### src/hdl/bpa_pkg.sv
// ----------------------------------------------------------------------------
// bpa_pkg
// Types and constants shared by the beamformer power accumulator modules.
// ----------------------------------------------------------------------------
`default_nettype none
package bpa_pkg;
   localparam int N_BEAMS_DEF = 8;
   localparam int N_ANT_DEF = 64;
   localparam int N_FREQ_DEF = 16;
   localparam int ACC_W = 26;
   localparam int POW_W = 53;

   localparam logic OP_LOAD = 1'b0;
   localparam logic OP_SAMPLE = 1'b1;

   localparam logic [0:0] REG_ANT_COUNT = 1'b0;
   localparam logic [0:0] REG_BEAM_COUNT = 1'b1;

   typedef struct packed {
      logic opcode;
      logic [3:0] freq_channel;
      logic [5:0] antenna;
      logic [2:0] beam_sel;
      logic signed [15:0] weight_re;
      logic signed [15:0] weight_im;
      logic signed [3:0] volt_re;
      logic signed [3:0] volt_im;
   } req_type;

   typedef struct packed {
      logic [2:0] beam_out;
      logic [3:0] freq_out;
      logic [52:0] intensity;
      logic last_beam;
   } rsp_type;

   // token handed from cell to cell along the beam chain
   typedef struct packed {
      logic valid;
      logic restart;
      logic emit;
      logic last;
      logic signed [15:0] w_re;
      logic signed [15:0] w_im;
   } tok_type;
endpackage
`default_nettype wire

### src/hdl/bpa_power.sv
// ----------------------------------------------------------------------------
// bpa_power
// Squared magnitude of one beam sum, two register stages.
// ----------------------------------------------------------------------------
`default_nettype none
module bpa_power import bpa_pkg::*; (
   input wire logic clock,
   input wire logic reset,
   input wire logic in_valid,
   input wire logic [2:0] in_beam,
   input wire logic [3:0] in_freq,
   input wire logic in_last,
   input wire logic signed [ACC_W-1:0] in_re,
   input wire logic signed [ACC_W-1:0] in_im,
   output logic out_valid,
   output rsp_type out_rsp
);
   logic v1_ff, v2_ff;
   logic [51:0] rr_ff, ii_ff;
   rsp_type m1_ff, m2_ff;

   // square each part, then add
   always_ff @(posedge clock) begin
      if (reset) begin
         v1_ff <= 1'b0;
         v2_ff <= 1'b0;
      end else begin
         v1_ff <= in_valid;
         v2_ff <= v1_ff;
      end
      rr_ff <= 52'(in_re * in_re);
      ii_ff <= 52'(in_im * in_im);
      m1_ff <= '{beam_out: in_beam, freq_out: in_freq, intensity: '0, last_beam: in_last};
      m2_ff <= '{beam_out: m1_ff.beam_out, freq_out: m1_ff.freq_out,
                 intensity: POW_W'(rr_ff) + POW_W'(ii_ff), last_beam: m1_ff.last_beam};
   end

   assign out_valid = v2_ff;
   assign out_rsp = m2_ff;
endmodule
`default_nettype wire

### config.mk
export PLATFORM = sky130hd
export DESIGN_NAME = bpa_power
export DESIGN_NICKNAME = d
export VERILOG_FILES = /design/src/hdl/bpa_pkg.sv /design/src/hdl/bpa_power.sv
export SDC_FILE = /design/constraint.sdc
export NUM_CORES = 2
export LEC_CHECK = 0
export BUFFER_PORTS_ARGS = -buffer_cell sky130_fd_sc_hd__buf_2
export CAP_MARGIN = 20
export CORE_ASPECT_RATIO = 2
export CORE_MARGIN = 2
export CORE_UTILIZATION = 53
export CTS_CLUSTER_SIZE = 20
export DETAILED_ROUTE_END_ITERATION = 16
export PLACE_DENSITY_LB_ADDON = 0.05
export SETUP_SLACK_MARGIN = 0.5
export SLEW_MARGIN = 10
export SYNTH_ARGS = -nofsm -noshare
export SYNTH_HDL_FRONTEND = slang
export SYNTH_SLANG_ARGS = --single-unit
### constraint.sdc
create_clock -name clock -period 9.6 [get_ports clock]
set_clock_uncertainty 0.1 [all_clocks]
set_input_delay 2.88 -clock clock [delete_from_list [all_inputs] [get_ports clock]]
set_output_delay 2.88 -clock clock [all_outputs]
set_load 0.1 [all_outputs]
# Word-level counts from Yosys, hierarchy flattened
# Index checks and enable logic that the tools add are counted.
dict set report word_totals {
  regBits 175
  latchBits 0
  ram_bits 0
  rom_bits 0
  wordCells 14
  mem_count 0
}
dict set report classes {
  n_addsub 1
  n_mul 2
  div_mod_pow 0
  n_lt_le_gt_ge 0
  eq_ne 0
  shift 0
  n_mux 0
  n_bitwise 0
  reduce_logical 0
}
# operator count
set op_table {}
lappend op_table {{26-bit by 26-bit multiplier with 52-bit output} 2}
lappend op_table {{52-bit by 52-bit adder with 53-bit output} 1}

# Logic depth before layout (Yosys ltp)
dict set report logic_depth {
  word_depth 1
  ltp_mapped 29
}

# Worst setup path after synthesis
# Ideal clock, no wire load.
dict set report synth_timing {
  path_kind {in2reg}
  from {input port in_re[25]}
  to {register rr_ff[48]}
  setup_ns 0.072
  t_arrival_ns 9.542
  setup_slack_ns -0.114
  cell_stages 25
  path_buffers 3
  path_cell_list {clkbuf_1 > clkbuf_1 > nand2_1 > inv_1 > fa_1 > fa_1 > inv_1 > fa_1 > inv_1 > fa_1 > fa_1 > fa_1 > fa_1 > ha_1 > clkbuf_1 > nand2_1 > nand2_1 > a21o_1 > a21oi_1 > o31ai_1 > a21o_1 > a21o_1 > a221o_1 > a31oi_1 > xnor2_1}
}
dict set report synth_between {
  elab_chain_cells 1
}
# item line_no
set synth_rtl {}
lappend synth_rtl {{start, declared} bpa_power.sv:13} ;# input wire logic signed [ACC_W-1:0] in_re,
lappend synth_rtl {{26-bit by 26-bit multiplier with 52-bit output} bpa_power.sv:31} ;# rr_ff <= 52'(in_re * in_re);
lappend synth_rtl {{end signal, assigned} bpa_power.sv:31}
lappend synth_rtl {{end, declared} bpa_power.sv:19} ;# logic [51:0] rr_ff, ii_ff;
# No other way between the ends.
# A chain may end at the register's enable or synchronous reset.

# Worst setup path after layout
dict set report layout_timing {
  from {input port in_im[7]}
  to {register ii_ff[50]}
}
dict set report layout_between {
  elab_chain_cells 1
}
# item line_no
set layout_rtl {}
lappend layout_rtl {{start, declared} bpa_power.sv:14} ;# input wire logic signed [ACC_W-1:0] in_im,
lappend layout_rtl {{26-bit by 26-bit multiplier with 52-bit output} bpa_power.sv:32} ;# ii_ff <= 52'(in_im * in_im);
lappend layout_rtl {{end signal, assigned} bpa_power.sv:32}
lappend layout_rtl {{end, declared} bpa_power.sv:19}
# No other way between the ends.

==> flow_summary.json <==
{
  "final_cell_area_mm2": 0.05908,
  "max_freq_ghz": 0.1089,
  "io_buffers": 124,
  "rows": 159,
  "most-common-layout-cells": "inv_1, fa_1, buf_4",
  "syn_inst": 5198,
  "root_buffer": "clkbuf_16",
  "cts_buffers": 17,
  "drtIter0Drc": 1255,
  "min_path_cells": 0,
  "ys_ff_latch": 173,
  "layout_commonest_cell": "inv_1",
  "num_vias": 35660,
  "clkSinkCount": 173,
  "clock_path_buffers": 2,
  "worst-setup-path-type": "input port to register",
  "area_growth_pct": 18.16,
  "grt_first_pass_wirelength_um": 218000,
  "first_pass_iters": 5,
  "die_area_mm2": 0.09696,
  "nFillCells": 8127,
  "place.gp.congestion": 0.9430,
  "ant_nets": 0,
  "max_cap_viol_count": 0,
  "hp-class": "register to register",
  "io_pins": 125,
  "worstReg2RegEnd": "out_rsp[47]",
  "synth_fp_nets": 6930,
  "r2r_slack_ns": 5.61,
  "grt_pass1_vias": 41610,
  "startpoint_type": "input port",
  "ff2ff_path_depth": 11,
  "grt_overflow": 0,
  "htreeDepth": 4,
  "die_y_um": 438.4,
  "final_cells": 7027,
  "synthArstFlopShare_pct": 0,
  "clk_pin_slew_ns": 0.08,
  "initial_core_util_pct": 53.36,
  "slew_violations": 0,
  "finalSetupViolCount": 0,
  "yosysUniqueCellTypes": 61,
  "clk_latency_ns": 0.47,
  "fin_nets": 7539,
  "finalHoldViolations": 0,
  "vias_per_cell": 5.075,
  "synth_edf_count": 0,
  "dpl.hpwl_um": 122300,
  "antenna_found_initial": 2,
  "cts_tree": "yes",
  "drc": 0,
  "crit_fanout": 8,
  "grt_use_total_pct": 29.50,
  "cp.required_ns": 9.87,
  "dp.cells": 6949,
  "n_antenna_cell": 0,
  "yosys_warnings": 0,
  "routed_wl_um": 136700,
  "ys_seq_area_share_pct": 6.927,
  "grt_max_degree": 41,
  "drive_above_1_share_pct": 18.75,
  "fin_hold_ws_ns": 0.2293,
  "coreArea_mm2": 0.09370,
  "worst_pin_slew_ns": 0.9543,
  "wl_per_cell_um": 19.46,
  "worstSetupEndpointType": "register",
  "r2r_start": "rr_ff[4]",
  "dpl_cell_area_mm2": 0.05634,
  "rsz0062_at_grt": "yes",
  "min_period_ns": 9.185,
  "finalCritPeriodShare_pct": 95.67,
  "status": "completed",
  "syn_area_mm2": 0.05000,
  "cp_data_arrival_time_ns": 9.46,
  "min_from": "m1_ff[59]",
  "die_w_um": 221.2,
  "synth_flop_cell": "dfxtp_1",
  "synth.avg_cell_area_um2": 9.619,
  "whs_endpoint": "out_rsp[59]",
  "slew_headroom_pct": 36.00
}
## worst max-delay path, stage by stage
cell      delay (ns)
buf_8           0.11
buf_12          0.12
buf_8           0.11
and2_4          0.15
inv_2           0.04
fa_1            0.50
inv_1           0.05
fa_1            0.47
fa_1            0.54
fa_1            0.58
fa_2            0.44
fa_1            0.49
inv_1           0.05
fa_1            0.49
inv_2           0.05
ha_4            0.29
nand3_4         0.07
buf_6           0.13
nor4_4          0.30
nand4_1         0.28
a211oi_4        0.39
o31ai_4         0.11
a211o_1         0.28
nand3_2         0.11
or2_4           0.16
nand4_1         0.09
o211a_1         0.15
## Yosys cell counts (5+ instances only)
cell type,count,share of area [%]
o31ai_1,7,0.11
a41o_1,5,0.10
nand2_1,411,3.1
nor2b_1,49,0.61
and3_1,14,0.18
o21ai_0,77,0.77
nor3_1,20,0.20
dfxtp_1,173,6.9
inv_1,1578,12
a211oi_1,21,0.32
nor2_1,125,0.94
nand2b_1,24,0.30
clkbuf_1,149,1.1
a31oi_1,23,0.29
o21a_1,18,0.27
ha_1,357,8.9
a21o_1,79,1.2
xor2_1,49,0.86
a21oi_1,139,1.4
nand3_1,33,0.33
and2_1,297,3.7
fa_1,1312,53
nand4_1,16,0.20
xnor2_1,126,2.2
o211ai_1,6,0.090
o21bai_1,15,0.23
## per-stage QoR
step           setup slack [ns]  util [%]  setup TNS, ns
2_1_floorplan            0.4701         -              0
6_report                 0.4155     63.05              0
5_1_grt                  0.2521     63.05              0
3_5_place_dp            -0.6569     60.12         -10.88
3_3_place_gp            -0.6295     60.12         -9.858
4_1_cts                  0.2181     61.53              0
## worst max path at each step
stage          slack (ns)  startpoint   endpoint
6_report             0.42    in_im[7]  ii_ff[50]
5_1_grt              0.25   in_im[17]  ii_ff[44]
4_1_cts              0.22   in_im[24]  ii_ff[48]
3_5_place_dp        -0.66   in_re[10]  rr_ff[50]
3_3_place_gp        -0.63   in_re[10]  rr_ff[50]
2_1_floorplan        0.47   in_re[25]  rr_ff[48]
## flip-flops by register name (all words and copies together), names as in the netlist
name and cells:
out_rsp 61, rr_ff 51, ii_ff 51, out_valid 1, v1_ff 1, m1_ff 8
## what timing repair did
action                                  in CTS  in global routing
hold buffers                                 0                  0
buffers inserted                            17                 26
endpoints found under the setup margin      35                 35
gates cloned                                 1                  2
gates resized for setup                    147                331
pin swaps                                   48                206
## area by class of cell
cell class                      instances  area (um^2)  area share, %
Multi-Input combinational cell       3297        41430          70.13
Timing Repair Buffer                  740         6130          10.38
Inverter                             1578         5948          10.07
Sequential cell                       173         3463          5.862
Tap cell                             1207         1510          2.556
Clock buffer                           17        425.4         0.7201
Clock inverter                         15        171.4         0.2901
## cell families (layout without fill, tap and decap cells)
group / count (synthesis) / count (layout) / synth area share (%)
flip-flops: 173 / 173 / 6.927
AO/OA/AOI/OAI: 438 / 438 / 5.595
XOR/XNOR: 175 / 175 / 3.065
AND/OR/NAND/NOR: 1009 / 1009 / 9.849
buffers and inverters: 1728 / 2350 / 12.97
multiplexers: 6 / 6 / 0.1251
adder cells (fa/ha/maj): 1669 / 1669 / 61.46
## metal layers
metal	up-vias	track usage, %	share of wire (%)
met5	-	0	0
met4	0	20.24	8.6
met3	390	1.854	2.2
met2	695	58.76	58
met1	18340	28.47	32
li1	16240	-	-
Power is not shown: default switching activity piles up to over one toggle a cycle in this logic, so the estimate is an artifact.
